[src/sv/csrspmv_pkg.sv]
// Shared types and constants of the CSR sparse matrix-vector multiply block.
package csrspmv_pkg;

	localparam int COL_W = 10;
	localparam int VAL_W = 32;
	localparam int ROW_W = 16;
	localparam int SUM_W = 64;
	localparam int RCNT_W = 17;

	localparam int OFIFO_DEPTH = 4;
	localparam int OFIFO_AW = 2;
	localparam int OFIFO_CW = 3;

	localparam logic [RCNT_W-1:0] ROW_LIMIT_HW = 17'd65536;
	localparam logic [RCNT_W-1:0] ROW_LIMIT_MIN = 17'd1;

	localparam logic signed [SUM_W-1:0] SUM_MAX = 64'sh7FFF_FFFF_FFFF_FFFF;
	localparam logic signed [SUM_W-1:0] SUM_MIN = 64'sh8000_0000_0000_0000;

	typedef enum logic [1:0] {
		MODE_LOAD    = 2'd0,
		MODE_NONZERO = 2'd1,
		MODE_EMPTY   = 2'd2,
		MODE_UNUSED  = 2'd3
	} mode_t;

	typedef struct packed {
		logic  valid;
		mode_t mode;
		logic  last;
	} stage_ctl_t;

	typedef struct packed {
		logic [ROW_W-1:0]        row_index;
		logic signed [SUM_W-1:0] row_sum;
		logic                    saturated;
	} result_t;

endpackage

[src/sv/csrspmv_out_fifo.sv]
// Small result queue that decouples the pipeline from the output stall.
module csrspmv_out_fifo (
	input  logic                                 clk,
	input  logic                                 arst_n,
	input  logic                                 push,
	input  csrspmv_pkg::result_t                 push_data,
	input  logic                                 pop,
	output logic                                 not_empty,
	output csrspmv_pkg::result_t                 head,
	output logic [csrspmv_pkg::OFIFO_CW-1:0]     count
);

	csrspmv_pkg::result_t entries [csrspmv_pkg::OFIFO_DEPTH];

	logic [csrspmv_pkg::OFIFO_AW-1:0] wr_ptr_q;
	logic [csrspmv_pkg::OFIFO_AW-1:0] rd_ptr_q;
	logic [csrspmv_pkg::OFIFO_CW-1:0] count_q;

	always_ff @(posedge clk) begin
		if (push) begin
			entries[wr_ptr_q] <= push_data;
		end
	end

	always_ff @(posedge clk or negedge arst_n) begin
		if (!arst_n) begin
			wr_ptr_q <= '0;
			rd_ptr_q <= '0;
			count_q  <= '0;
		end else begin
			if (push) begin
				wr_ptr_q <= wr_ptr_q + csrspmv_pkg::OFIFO_AW'(1);
			end
			if (pop) begin
				rd_ptr_q <= rd_ptr_q + csrspmv_pkg::OFIFO_AW'(1);
			end
			if (push && !pop) begin
				count_q <= count_q + csrspmv_pkg::OFIFO_CW'(1);
			end else if (pop && !push) begin
				count_q <= count_q - csrspmv_pkg::OFIFO_CW'(1);
			end
		end
	end

	assign not_empty = (count_q != '0);
	assign head      = entries[rd_ptr_q];
	assign count     = count_q;

endmodule

[config.mk]
export PLATFORM = sky130hd
export DESIGN_NAME = csrspmv_out_fifo
export DESIGN_NICKNAME = d
export VERILOG_FILES = /design/src/sv/csrspmv_pkg.sv /design/src/sv/csrspmv_out_fifo.sv
export SDC_FILE = /design/constraint.sdc
export NUM_CORES = 1
export LEC_CHECK = 0
export ABC_AREA = 0
export ABC_CLOCK_PERIOD_IN_PS = 8500
export BUFFER_PORTS_ARGS = -buffer_cell sky130_fd_sc_hd__clkbuf_2
export CAP_MARGIN = 20
export CORE_ASPECT_RATIO = 1.1
export CORE_MARGIN = 1
export CORE_UTILIZATION = 41
export CTS_BUF_LIST = sky130_fd_sc_hd__clkbuf_2
export CTS_CLUSTER_SIZE = 24
export DETAILED_ROUTE_END_ITERATION = 8
export GPL_ROUTABILITY_DRIVEN = 0
export GPL_TIMING_DRIVEN = 1
export SLEW_MARGIN = 15
export SYNTH_ARGS = -nofsm -noshare
export SYNTH_HDL_FRONTEND = slang
export SYNTH_SLANG_ARGS = --single-unit
[constraint.sdc]
create_clock -name clk -period 8.5 [get_ports clk]
set_clock_uncertainty 0.05 [all_clocks]
set_input_delay 0 -clock clk [delete_from_list [all_inputs] [get_ports clk]]
set_output_delay 0 -clock clk [all_outputs]
set_load 0.005 [all_outputs]
[Yosys cells after proc, flatten, opt, wreduce, memory -nomap -nowiden]
Memory sizes are Yosys's and may differ from the RTL's.
Cells that the tools add are included.
W data, S select, Z words.
Operators by class
  $add $sub $neg: 4
  muxes and demuxes: 4
  reductions and logical operators: 6
Operator list (count)
  $mux W3: 2
  $add A2 B1 Y2 const B: 2
  $add A3 B1 Y3 const B: 1
  $reduce_bool A3 Y1: 1
  $sub A3 B1 Y3 const B: 1
  $logic_and A1 B1 Y1: 2
  $logic_not A1 Y1: 2
  $mux W1: 2
  $reduce_bool A2 Y1: 1
Storage, ports and cells
  logic and storage cells: 18
  memories: 1
  register bits after elaboration: 7
  output and inout bits: 85
  input port bits: 85
  RAM bits: 324
Memories
  entries: words 4, width 81, read ports 1, clocked after memory_dff 0, write ports 1, RTL line csrspmv_out_fifo.sv:13  | csrspmv_pkg::result_t entries [csrspmv_pkg::OFIFO_DEPTH];

[Logic depth before layout (Yosys ltp)]
  word-level depth: 4
  gate-level depth with buffers: 7
  depth with buffers taken out: 7

[Worst setup path before layout]
No wires, ideal clock.
  kind: register -> register
  start: register wr_ptr_q[0] in the netlist's numbering
  end: memory entries[0][0] in the netlist's numbering (enable)
  period minus slack after synthesis: 3005 ps
  arrival time: 2506 ps
  path buffers: 0
  path slack: 5495 ps
  cell stages (with the launch flop): 4
  setup time: 448 ps
  required time: 8002 ps
  cells stage by stage: dfrtp_1 -> inv_1 -> ha_1 -> and2_1
RTL lines
  start, declared: RTL line csrspmv_out_fifo.sv:15  | logic [csrspmv_pkg::OFIFO_AW-1:0] wr_ptr_q;
  start signal, assigned: RTL line csrspmv_out_fifo.sv:32  | wr_ptr_q <= wr_ptr_q + csrspmv_pkg::OFIFO_AW'(1);
  end, declared: RTL line csrspmv_out_fifo.sv:13
No word-level cell before the write port.

==> qor.yml <==
synthesis:
  synth_cells: 456
  ys_ff_latch: 331
  syn-mean-instance-area_um2: 26.49
  synth_edf_count: 324
  yosys_warnings: 0
  syn-cell-area_um2: 12080
  async_reset_ff_share_pct: 2.115
  ys.flop_type: "edfxtp_1"
  synth_fp_nets: 547
  synth_seq_area_share_pct: 81.99
  ys_types: 17
clocking:
  htree_levels: 3
  insertion_delay_ps: 800
  cts.clk_slew.worst_paths_ps: 90
  postCtsSetupBuffers: 0
  cts-root-buf: "clkbuf_2"
  cts_tree: "yes"
  numCtsBuffers: 81
  cts.sinks: 331
  clockBufferDepth: 3
status:
  violations: "design-rule violations"
  status: "finished with violations"
setup_path:
  startpoint_type: "flip-flop"
  rr_worst_depth: 4
  cp_data_arrival_time_ps: 3300
  end_kind: "primary output"
  crit_type: "reg2out"
  crit_fanout: 35
  reg2reg_from: "wr_ptr_q[0]$_DFFE_PN0P_"
  critPathRequiredTime_ps: 8450
  rr_endpoint: "entries[0][8]$_DFFE_PP_"
  r2r_slack_ps: 6150
power_and_ir_drop:
  switching_share_pct: 29.70
  switchingPower_mw: 1.367
  seqPwrFrac_pct: 49.7
  p_leak_nw: 5.692
  cellPowerDensity_nw_per_um2: 291.7
  internal-power_mw: 3.237
  p_clk_share_pct: 22.5
  p_comb_share_pct: 27.8
  ir_drop_mv: 0.1649
layout:
  drive_above_1_share_pct: 41.70
  fin_util_pct: 54.83
  area.growth.synth_to_final_pct: 30.67
  nNetsFinal: 958
timing:
  drv_slew: 0
  finalSetupTns_ps: 0
  worstMarginPinSlew_ps: 781.6
  period_minus_slack_ps: 3348
  timing.final.crit_share_pct: 39.39
  slew_headroom_pct: 47.89
  setup_violations: 0
  rsz0062_at_grt: "false"
  timing.fmax_ghz: 0.2987
  hold_violations: 0
grt:
  grt_use_total_pct: 16.65
  grt-ovfl-total: 0
  grt_pass1_vias: 7230
  antenna_found_initial: 2
  grt_pass1_wl_mm: 38.15
  grt_max_degree: 50
placed_design:
  numPortBuffers: 169
  dpl.hpwl_mm: 13.34
routing:
  avgViaCountPerCell: 4.826
  wl_met3_mm: 1.333
  m1WireLength_mm: 9.487
  num_vias: 6259
  drt_first_iter_violations: 303
  antenna_left: 0
  wirelength_mm: 23.98
  drc: 20
  wl_per_cell_um: 18.49
  dr.max_layer_used: "met5"
  wl_met2_mm: 12.67
  dr.pass1.iters: 6
floorplan:
  fp-row-count: 65
  die_h_um: 182.0
  core_um2: 28790
  die_w_um: 165.7
  die_area_um2: 30160
  io_pins: 170
  initial_core_util_pct: 41.96
worst_hold_path:
  min_path_cells: 4
  hp-start: "push"
  min_path_type: "in2reg"
  hold_end: "count[0]$_DFFE_PN0P_"
flow_run:
  max_cap_viol_count: 0
==> how the worst max path moves through the flow <==
stage                                          to                     from
final                                     head[8]  rd_ptr_q[0]$_DFFE_PN0P_
after global placement                    head[8]  rd_ptr_q[0]$_DFFE_PN0P_
after floorplan           entries[0][0]$_DFFE_PP_  wr_ptr_q[0]$_DFFE_PN0P_
after detailed placement                  head[8]  rd_ptr_q[0]$_DFFE_PN0P_
after global routing                      head[8]  rd_ptr_q[0]$_DFFE_PN0P_
after CTS                                 head[8]  rd_ptr_q[0]$_DFFE_PN0P_
==> Yosys cell counts, types with 2 or more instances <==
library cell	count	area, µm²
and2_1	4	25.02
buf_2	9	45.04
buf_6	8	90.09
dfrtp_1	7	175.2
edfxtp_1	324	9729
ha_1	5	62.56
inv_1	4	15.01
mux4_2	81	1824
nand2_1	2	7.510
xnor2_1	2	17.52
xor2_1	4	35.03
==> metal layers <==
| metal | vias to the layer above | track usage (%) |
|---|---|---|
| met2 | 176 | 29.49 |
| li1 | 2833 | - |
| met1 | 3201 | 18.62 |
| met3 | 47 | 5.209 |
| met5 | - | 0 |
| met4 | 2 | 6.953 |
==> cell usage in the layout (no fill, tap or decap), drive strengths merged <==
| master | instances |
|---|---|
| and2 | 4 |
| buf | 7 |
| bufinv | 2 |
| clkbuf | 285 |
| clkinv | 21 |
| clkinvlp | 3 |
| dfrtp | 7 |
| diode | 1 |
| dlygate4sd3 | 170 |
| edfxtp | 324 |
| fa | 1 |
| ha | 5 |
| inv | 6 |
| mux2 | 1 |
| mux4 | 81 |
| nand2 | 2 |
| nor2 | 1 |
| o21ai | 1 |
| or3 | 1 |
| xnor2 | 2 |
| xor2 | 4 |
==> power by group through the flow <==
stage / Sequential, mW / Clock, mW / Combinational, mW
2_1_floorplan: 2.24 / 0 / 0.841
6_report: 2.29 / 1.04 / 1.28
3_3_place_gp: 2.31 / 0 / 1.24
5_1_grt: 2.33 / 1.16 / 1.39
4_1_cts: 2.30 / 1.09 / 1.31
3_5_place_dp: 2.34 / 0 / 1.24
==> state kept, by name, summed over array words and instances, names as in the netlist <==
register	cells
count	3
entries	324
rd_ptr_q	2
wr_ptr_q	2
==> layout make-up <==
| cell class | instances | area, µm² |
|---|---|---|
| tap | 368 | 460.4 |
| multi-input combinational | 103 | 2028 |
| clock buffer | 116 | 580.6 |
| fill | 2313 | 13010 |
| clock inverter | 28 | 173.9 |
| inverter | 4 | 15.01 |
| antenna | 1 | 2.502 |
| timing repair buffer | 346 | 2613 |
| sequential | 331 | 9912 |
==> critical path, stage by stage, from the launching register on <==
cell      delay, ps
dfrtp_4         900
buf_4           560
buf_12          290
mux4_2          560
clkbuf_2        130
==> through the flow <==
step                      hold WS (ps)  cells  cell area (µm²)  setup slack, ps  total power [mW]
after floorplan                 -345.6    456            12080             5495             3.078
after global placement          -202.7    981            13310             5745             3.549
after detailed placement        -196.1    981            13310             5724             3.581
after CTS                        47.27   1295            15760             4760             4.696
after global routing             115.1   1297            15790             4775             4.882
final                            166.8   1297            15790             5152             4.604
==> repair_timing <==
action,in CTS,in global routing
endpoints found under the hold margin,466,0
gates resized for setup,0,0
hold buffers,170,0
==> cell families after synthesis <==
family / Yosys count / share of synthesized area [%]
multiplexers: 82 / 15.19
AO/OA/AOI/OAI: 1 / 0.04139
AND/OR/NAND/NOR: 8 / 0.3521
adder cells (fa/ha/maj): 6 / 0.6836
flip-flops: 331 / 81.99
XOR/XNOR: 6 / 0.4350
buffers and inverters: 22 / 1.305
(Power assumes the default switching activity.)
