$ cat config.mk
export PLATFORM = sky130hd
export DESIGN_NAME = csrspmv_mac
export DESIGN_NICKNAME = d
export VERILOG_FILES = /design/src/sv/csrspmv_pkg.sv /design/src/sv/csrspmv_mac.sv
export SDC_FILE = /design/constraint.sdc
export NUM_CORES = 2
export LEC_CHECK = 0
export BUFFER_PORTS_ARGS = -buffer_cell sky130_fd_sc_hd__clkbuf_2
export CELL_PAD_IN_SITES_DETAIL_PLACEMENT = 1
export CELL_PAD_IN_SITES_GLOBAL_PLACEMENT = 1
export CORE_MARGIN = 2
export CORE_UTILIZATION = 50
export CTS_CLUSTER_DIAMETER = 30
export DETAILED_ROUTE_END_ITERATION = 8
export PLACE_DENSITY = 0.87
export SLEW_MARGIN = 10
export SYNTH_ARGS = -nofsm -noshare
export SYNTH_HDL_FRONTEND = slang
export SYNTH_SLANG_ARGS = --single-unit
$ cat constraint.sdc
create_clock -name clk -period 4 [get_ports clk]
set_input_delay 0.2 -clock clk [delete_from_list [all_inputs] [get_ports clk]]
set_output_delay 0.2 -clock clk [all_outputs]
set_load 0.01 [all_outputs]
$ cat src/sv/csrspmv_pkg.sv
// Shared types and constants of the CSR sparse matrix-vector multiply block.
package csrspmv_pkg;

	localparam int COL_W = 10;
	localparam int VAL_W = 32;
	localparam int ROW_W = 16;
	localparam int SUM_W = 64;
	localparam int RCNT_W = 17;

	localparam int OFIFO_DEPTH = 4;
	localparam int OFIFO_AW = 2;
	localparam int OFIFO_CW = 3;

	localparam logic [RCNT_W-1:0] ROW_LIMIT_HW = 17'd65536;
	localparam logic [RCNT_W-1:0] ROW_LIMIT_MIN = 17'd1;

	localparam logic signed [SUM_W-1:0] SUM_MAX = 64'sh7FFF_FFFF_FFFF_FFFF;
	localparam logic signed [SUM_W-1:0] SUM_MIN = 64'sh8000_0000_0000_0000;

	typedef enum logic [1:0] {
		MODE_LOAD    = 2'd0,
		MODE_NONZERO = 2'd1,
		MODE_EMPTY   = 2'd2,
		MODE_UNUSED  = 2'd3
	} mode_t;

	typedef struct packed {
		logic  valid;
		mode_t mode;
		logic  last;
	} stage_ctl_t;

	typedef struct packed {
		logic [ROW_W-1:0]        row_index;
		logic signed [SUM_W-1:0] row_sum;
		logic                    saturated;
	} result_t;

endpackage

$ cat src/sv/csrspmv_mac.sv
// Multiply stage, saturating row accumulator and row counter.
module csrspmv_mac #(
	parameter int MAX_ROWS = 65536
) (
	input  logic                                    clk,
	input  logic                                    arst_n,
	input  csrspmv_pkg::stage_ctl_t                 ctl_s1,
	input  logic signed [csrspmv_pkg::VAL_W-1:0]    val_s1,
	input  logic signed [csrspmv_pkg::VAL_W-1:0]    elem_s1,
	input  logic                                    row_count_we,
	input  logic [csrspmv_pkg::RCNT_W-1:0]          row_count_wdata,
	output logic                                    valid_s2,
	output logic                                    push,
	output csrspmv_pkg::result_t                    push_data
);

	localparam logic [csrspmv_pkg::RCNT_W-1:0] ROW_CAP =
		(MAX_ROWS < 65536) ? csrspmv_pkg::RCNT_W'(MAX_ROWS) : csrspmv_pkg::ROW_LIMIT_HW;

	csrspmv_pkg::stage_ctl_t ctl_s2;
	logic signed [csrspmv_pkg::SUM_W-1:0] prod_s2;

	logic signed [csrspmv_pkg::SUM_W-1:0] acc_q;
	logic                                 clipped_q;
	logic [csrspmv_pkg::ROW_W-1:0]        cur_row_q;
	logic [csrspmv_pkg::RCNT_W-1:0]       row_count_q;

	logic [csrspmv_pkg::RCNT_W-1:0]       row_limit;
	logic [csrspmv_pkg::RCNT_W-1:0]       row_next;
	logic [csrspmv_pkg::ROW_W-1:0]        row_wrap;
	logic signed [csrspmv_pkg::SUM_W-1:0] sum_raw;
	logic signed [csrspmv_pkg::SUM_W-1:0] sum_sat;
	logic                                 ovf;
	logic                                 clip_next;
	logic                                 close_row;
	logic                                 empty_row;
	logic                                 add_only;

	always_ff @(posedge clk) begin
		prod_s2 <= val_s1 * elem_s1;
	end

	always_comb begin
		if (row_count_q == '0) begin
			row_limit = csrspmv_pkg::ROW_LIMIT_MIN;
		end else if (row_count_q > ROW_CAP) begin
			row_limit = ROW_CAP;
		end else begin
			row_limit = row_count_q;
		end
		row_next = {1'b0, cur_row_q} + csrspmv_pkg::RCNT_W'(1);
		row_wrap = (row_next >= row_limit) ? '0 : row_next[csrspmv_pkg::ROW_W-1:0];

		sum_raw = acc_q + prod_s2;
		ovf = (acc_q[csrspmv_pkg::SUM_W-1] == prod_s2[csrspmv_pkg::SUM_W-1]) &&
			(sum_raw[csrspmv_pkg::SUM_W-1] != acc_q[csrspmv_pkg::SUM_W-1]);
		if (ovf) begin
			sum_sat = acc_q[csrspmv_pkg::SUM_W-1] ? csrspmv_pkg::SUM_MIN : csrspmv_pkg::SUM_MAX;
		end else begin
			sum_sat = sum_raw;
		end
		clip_next = clipped_q | ovf;

		add_only  = ctl_s2.valid && (ctl_s2.mode == csrspmv_pkg::MODE_NONZERO) && !ctl_s2.last;
		close_row = ctl_s2.valid && (ctl_s2.mode == csrspmv_pkg::MODE_NONZERO) && ctl_s2.last;
		empty_row = ctl_s2.valid && (ctl_s2.mode == csrspmv_pkg::MODE_EMPTY);

		push = close_row || empty_row;
		push_data.row_index = cur_row_q;
		push_data.row_sum   = close_row ? sum_sat : '0;
		push_data.saturated = close_row && clip_next;
	end

	assign valid_s2 = ctl_s2.valid;

	always_ff @(posedge clk or negedge arst_n) begin
		if (!arst_n) begin
			ctl_s2      <= '0;
			acc_q       <= '0;
			clipped_q   <= 1'b0;
			cur_row_q   <= '0;
			row_count_q <= csrspmv_pkg::ROW_LIMIT_MIN;
		end else begin
			ctl_s2 <= ctl_s1;
			if (row_count_we) begin
				row_count_q <= row_count_wdata;
			end
			if (add_only) begin
				acc_q     <= sum_sat;
				clipped_q <= clip_next;
			end else if (push) begin
				acc_q     <= '0;
				clipped_q <= 1'b0;
				cur_row_q <= row_wrap;
			end
		end
	end

endmodule

# Word level (Yosys, flattened, before mapping)

Index checks and enable logic that the tools add are counted.

Bits in registers: 166
Bits of input ports: 88
Word-level logic and storage cells: 40

Add/sub/neg operators: 2
$mul: 1
Magnitude comparators: 2
Eq/ne operators: 4
Multiplexer cells: 10
Bitwise operators: 2
Reduce and logical (&&, ||, !) cells: 11

Operator list:

| operator              | number |
|---|---|
| $mux 64               | 5 |
| $add 64x64->64        | 1 |
| $mul 32x32->64        | 1 |
| $mux 17               | 2 |
| $add 16x1->17 const B | 1 |
| $ge 17x17->1          | 1 |
| $gt 17x17->1 const B  | 1 |
| $logic_not 17->1      | 1 |
| $mux 16               | 1 |
| $logic_and 1x1->1     | 6 |
| $eq 2x1->1 const B    | 1 |
| $eq 2x2->1 const B    | 1 |
| $mux 1                | 2 |
| $reduce_and 2->1      | 1 |
| $reduce_bool 2->1     | 1 |
| $eq 1x1->1            | 1 |
| $logic_not 1->1       | 1 |
| $logic_or 1x1->1      | 1 |
| $ne 1x1->1            | 1 |
| $not 1->1             | 1 |
| $or 1x1->1            | 1 |

# Longest topological paths before layout

Word-level depth: 6
Gate-level depth with buffers: 30

# Least setup slack after synthesis

Ideal clock, no wire load.

Kind: in2reg
From: in val_s1[31] in the netlist's numbering
To: reg prod_s2[62] in the netlist's numbering
Setup time: 0.127 ns
Arrival: 7.237 ns
Required time: 3.873 ns
Setup slack: -3.364 ns
Stages: 29
Path through: clkbuf_1 -> nand2_1 -> inv_1 -> fa_1 -> fa_1 -> inv_1 -> fa_1 -> inv_1 -> fa_1 -> inv_1 -> fa_1 -> inv_1 -> fa_1 -> inv_1 -> fa_1 -> inv_1 -> fa_1 -> ha_1 -> clkbuf_1 -> a21o_1 -> a21oi_1 -> nor2_1 -> nor2_1 -> inv_1 -> a21oi_1 -> o21ai_0 -> a21oi_1 -> o221ai_1 -> or3_1

Cells in the longest elaborated chain, start to end: 1

Ends and longest elaborated chain:

| element              | RTL line          | RTL |
|---|---|---|
| start, declared      | csrspmv_mac.sv:8  | `input logic signed [csrspmv_pkg::VAL_W-1:0] val_s1,` |
| $mul 32x32->64       | csrspmv_mac.sv:40 | `prod_s2 <= val_s1 * elem_s1;` |
| end signal, assigned | csrspmv_mac.sv:40 |  |
| end, declared        | csrspmv_mac.sv:21 | `logic signed [csrspmv_pkg::SUM_W-1:0] prod_s2;` |

Every way passes these cells.
A chain may end at the register's enable or synchronous reset.

# Worst setup path in the final report

From: in elem_s1[5] in the netlist's numbering
To: reg prod_s2[58] in the netlist's numbering

Cells in the longest elaborated chain, start to end: 1

Ends and longest elaborated chain:

| element         | RTL line          | RTL |
|---|---|---|
| start, declared | csrspmv_mac.sv:9  | `input logic signed [csrspmv_pkg::VAL_W-1:0] elem_s1,` |
| $mul 32x32->64  | csrspmv_mac.sv:40 |  |

Every way passes these cells.

==> flow_metrics.env <==
export IMPL_status="complete, but fails checks"
export IMPL_violations="design-rule violations, negative setup slack"
export IMPL_rsz0062_at_grt="true"
export IMPL_viasPerCell=6.86
export IMPL_fin_nets=7134
export IMPL_multiInputGateArea_um2=40000
export IMPL_synthXorXnorAreaFrac=0.0253
export IMPL_slowest_delay_ps=790
export IMPL_synth_cells=5090
export IMPL_drt_iter0_drc=6918
export IMPL_cts_root_buf="clkbuf_16"
export IMPL_cts_sinks=166
export IMPL_antenna_found_initial=39
export IMPL_holdPathStages=2
export IMPL_place_congestion=0.956
export IMPL_die_area_um2=95100
export IMPL_setup_slack_ps=-5160
export IMPL_track_usage=0.494
export IMPL_critPathKind="in -> reg"
export IMPL_finalHoldViolations=0
export IMPL_boundaryPins=171
export IMPL_yosys_warnings=0
export IMPL_clk_pin_slew_ps=80
export IMPL_layout_drive_gt1_share=0.237
export IMPL_relSlewSlack=0.330
export IMPL_areaGrowthSynthToFinish_pct=24.6
export IMPL_cap_violations=0
export IMPL_io_buffers=170
export IMPL_cts_tree="done"
export IMPL_final_cells=6980
export IMPL_die_y_um=308
export IMPL_synthTopCellsByArea="fa_1, inv_1, ha_1, and2_1, nand2_1"
export IMPL_ys_flop_type="dfrtp_1"
export IMPL_worstMarginPinSlew_ps=1000
export IMPL_die_x_um=308
export IMPL_yosysMostFrequentCell="fa_1"
export IMPL_slew_viol_final=0
export IMPL_critPathLaunch="elem_s1[5]"
export IMPL_wl_mm=263
export IMPL_yosys_area_top_type_share=0.468
export IMPL_grt_overflow_total=0
export IMPL_post_drt_wl_per_cell_um=37.7
export IMPL_synth_mux_area_frac=0.00408
export IMPL_cp_data_arrival_time_ps=9520
export IMPL_grt_max_degree=73
export IMPL_finalSetupViolations=127
export IMPL_async_reset_ff_frac=0.614
export IMPL_insertion_delay_ps=480
export IMPL_clockBufferDepth=2
export IMPL_synth_simple_area_share=0.168
export IMPL_vias=47900
export IMPL_syn_nets=6526
export IMPL_nFillCells=10000
export IMPL_placed_cells=6781
export IMPL_synth_avg_cell_area_um2=9.10
export IMPL_start_kind="primary input"
export IMPL_min_from="row_count_we"
export IMPL_r2r_slack_ps=-190
export IMPL_required_ps=4350
export IMPL_final_period_utilization=2.29
export IMPL_crit_path_end_kind="register"
export IMPL_hold_path_class="in -> reg"
export IMPL_synth_fa_ha_area_frac=0.540
export IMPL_cp_max_fo=14
export IMPL_synth_compound_area_frac=0.0770
export IMPL_grt_pass1_wl_mm=342
export IMPL_cpMaxStageDelayCell="fa_2"
export IMPL_rows=111
export IMPL_hpwl_mm=150
export IMPL_r2r_start="acc_q[22]$_DFFE_PN0P_"
export IMPL_fin_crit_ps=9160
export IMPL_synth_top_area_cell="fa_1"
export IMPL_synth_seq_area_share=0.0828
export IMPL_postPlaceCellArea_um2=53000
export IMPL_cts_buffers=17
export IMPL_ys_ff_latch=166
export IMPL_rr_endpoint="acc_q[21]$_DFFE_PN0P_"
export IMPL_ant_nets=0
export IMPL_netlist_area_um2=46300
export IMPL_synth_top_family_by_area="adder cells"
export IMPL_final_setup_tns_ps=-226440
export IMPL_rr_worst_depth=14
export IMPL_start_util=0.505
export IMPL_synth_cell_type_count=82
export IMPL_core_area_um2=91800
export IMPL_synth_common_cells="fa_1, inv_1, nand2_1"
export IMPL_regArea_um2=3840
export IMPL_fin_skew_ps=20.6
export IMPL_drcViolationCount=51
export IMPL_htree_levels=4
export IMPL_grt_pass1_vias=53200
export IMPL_drtPass1Iterations=9
export IMPL_final_area_um2=57700
export IMPL_whs_endpoint="row_count_q[0]$_DFFE_PN1P_"
export IMPL_fmax_mhz=109
export IMPL_synth_edf_count=0
[how the worst max path moves through the flow]
| stage | endpoint | depth (start not counted) |
|---|---|---|
| floorplan | prod_s2[58]$_DFF_P_ | 26 |
| global placement | prod_s2[62]$_DFF_P_ | 24 |
| detailed placement | prod_s2[58]$_DFF_P_ | 23 |
| CTS | prod_s2[63]$_DFF_P_ | 28 |
| global route | prod_s2[62]$_DFF_P_ | 30 |
| finish | prod_s2[58]$_DFF_P_ | 30 |
[through the flow]
stage                     setup WS, ps   util  hold slack, ps
after CTS                        -3150  0.617             233
after floorplan                  -3010      -           -95.6
after global placement           -3580  0.577             309
after global routing             -5170  0.628             347
final                            -5160  0.629             308
after detailed placement         -3970  0.577             310
[critical path, delay by kind of cell]
kind / cells / cell delay (ps)
xor+xnor: 1 / 200
fa+ha+maj: 9 / 4850
buf+inv: 10 / 1540
simple gates: 3 / 470
compound gates: 7 / 2220
[repair_timing]
item / in CTS / in global routing
endpoints found under the hold margin: 91 / 0
buffers inserted: 86 / 31
resized for setup: 417 / 249
pin swaps: 145 / 91
gates cloned: 14 / 0
hold buffers: 22 / 0
setup endpoints to repair: 126 / 140
[cell usage in the layout, fill, tap and decap left out, drive strengths merged, types with 6 or more instances in the layout]
master and n:
a211oi 14, fa 1083, or3 7, o21ai 159, nand4 30, inv 1019, nand3 34, diode 26
nor3b 6, dlygate4sd3 22, dfxtp 64, a31o 6, a31oi 18, nand2b 30, buf 676, o21a 27
a21o 65, ha 265, clkbuf 162, dfrtp 101, a22o 15, nor4 9, nand2 682, and2 518
and3 26, nor2b 15, xor2 47, nor2 192, o211ai 13, nor3 26, a21oi 159, o31ai 8
mux2 15, o21bai 18, xnor2 87
[logic make-up (layout without fill, tap and decap cells)]
logic type | count (synthesis) | count (layout)
simple gates | 1591 | 1591
fa+ha+maj | 1348 | 1348
buf+inv | 1271 | 1891
compound gates | 563 | 564
flops | 166 | 166
xor+xnor | 134 | 134
mux | 17 | 17
other cells | 0 | 26
[final cells by class]
cell class | count | area share
inverters | 1015 | 0.0663
repair buffers | 844 | 0.135
flip-flops and latches | 166 | 0.0666
clock buffers | 18 | 0.00743
clock inverters | 14 | 0.00327
well taps | 1243 | 0.0269
diodes | 26 | 0.00113
multi-input cells | 3654 | 0.694
[sequential cells by signal, indices dropped and copies added, names as in the netlist]
register	cells
valid_s2	1
clipped_q	1
row_count_q	17
ctl_s2	3
acc_q	64
cur_row_q	16
prod_s2	64
[per-layer routing]
metal	up-vias	routed length, um	GRT usage
li1	16600	-	-
met3	2906	40500	0.201
met1	23100	73100	0.480
met5	-	1150	0.00155
met4	60	37700	0.504
met2	5278	111000	0.780
Power is not shown: default switching activity piles up to over one toggle a cycle in this logic, so the estimate is an artifact.
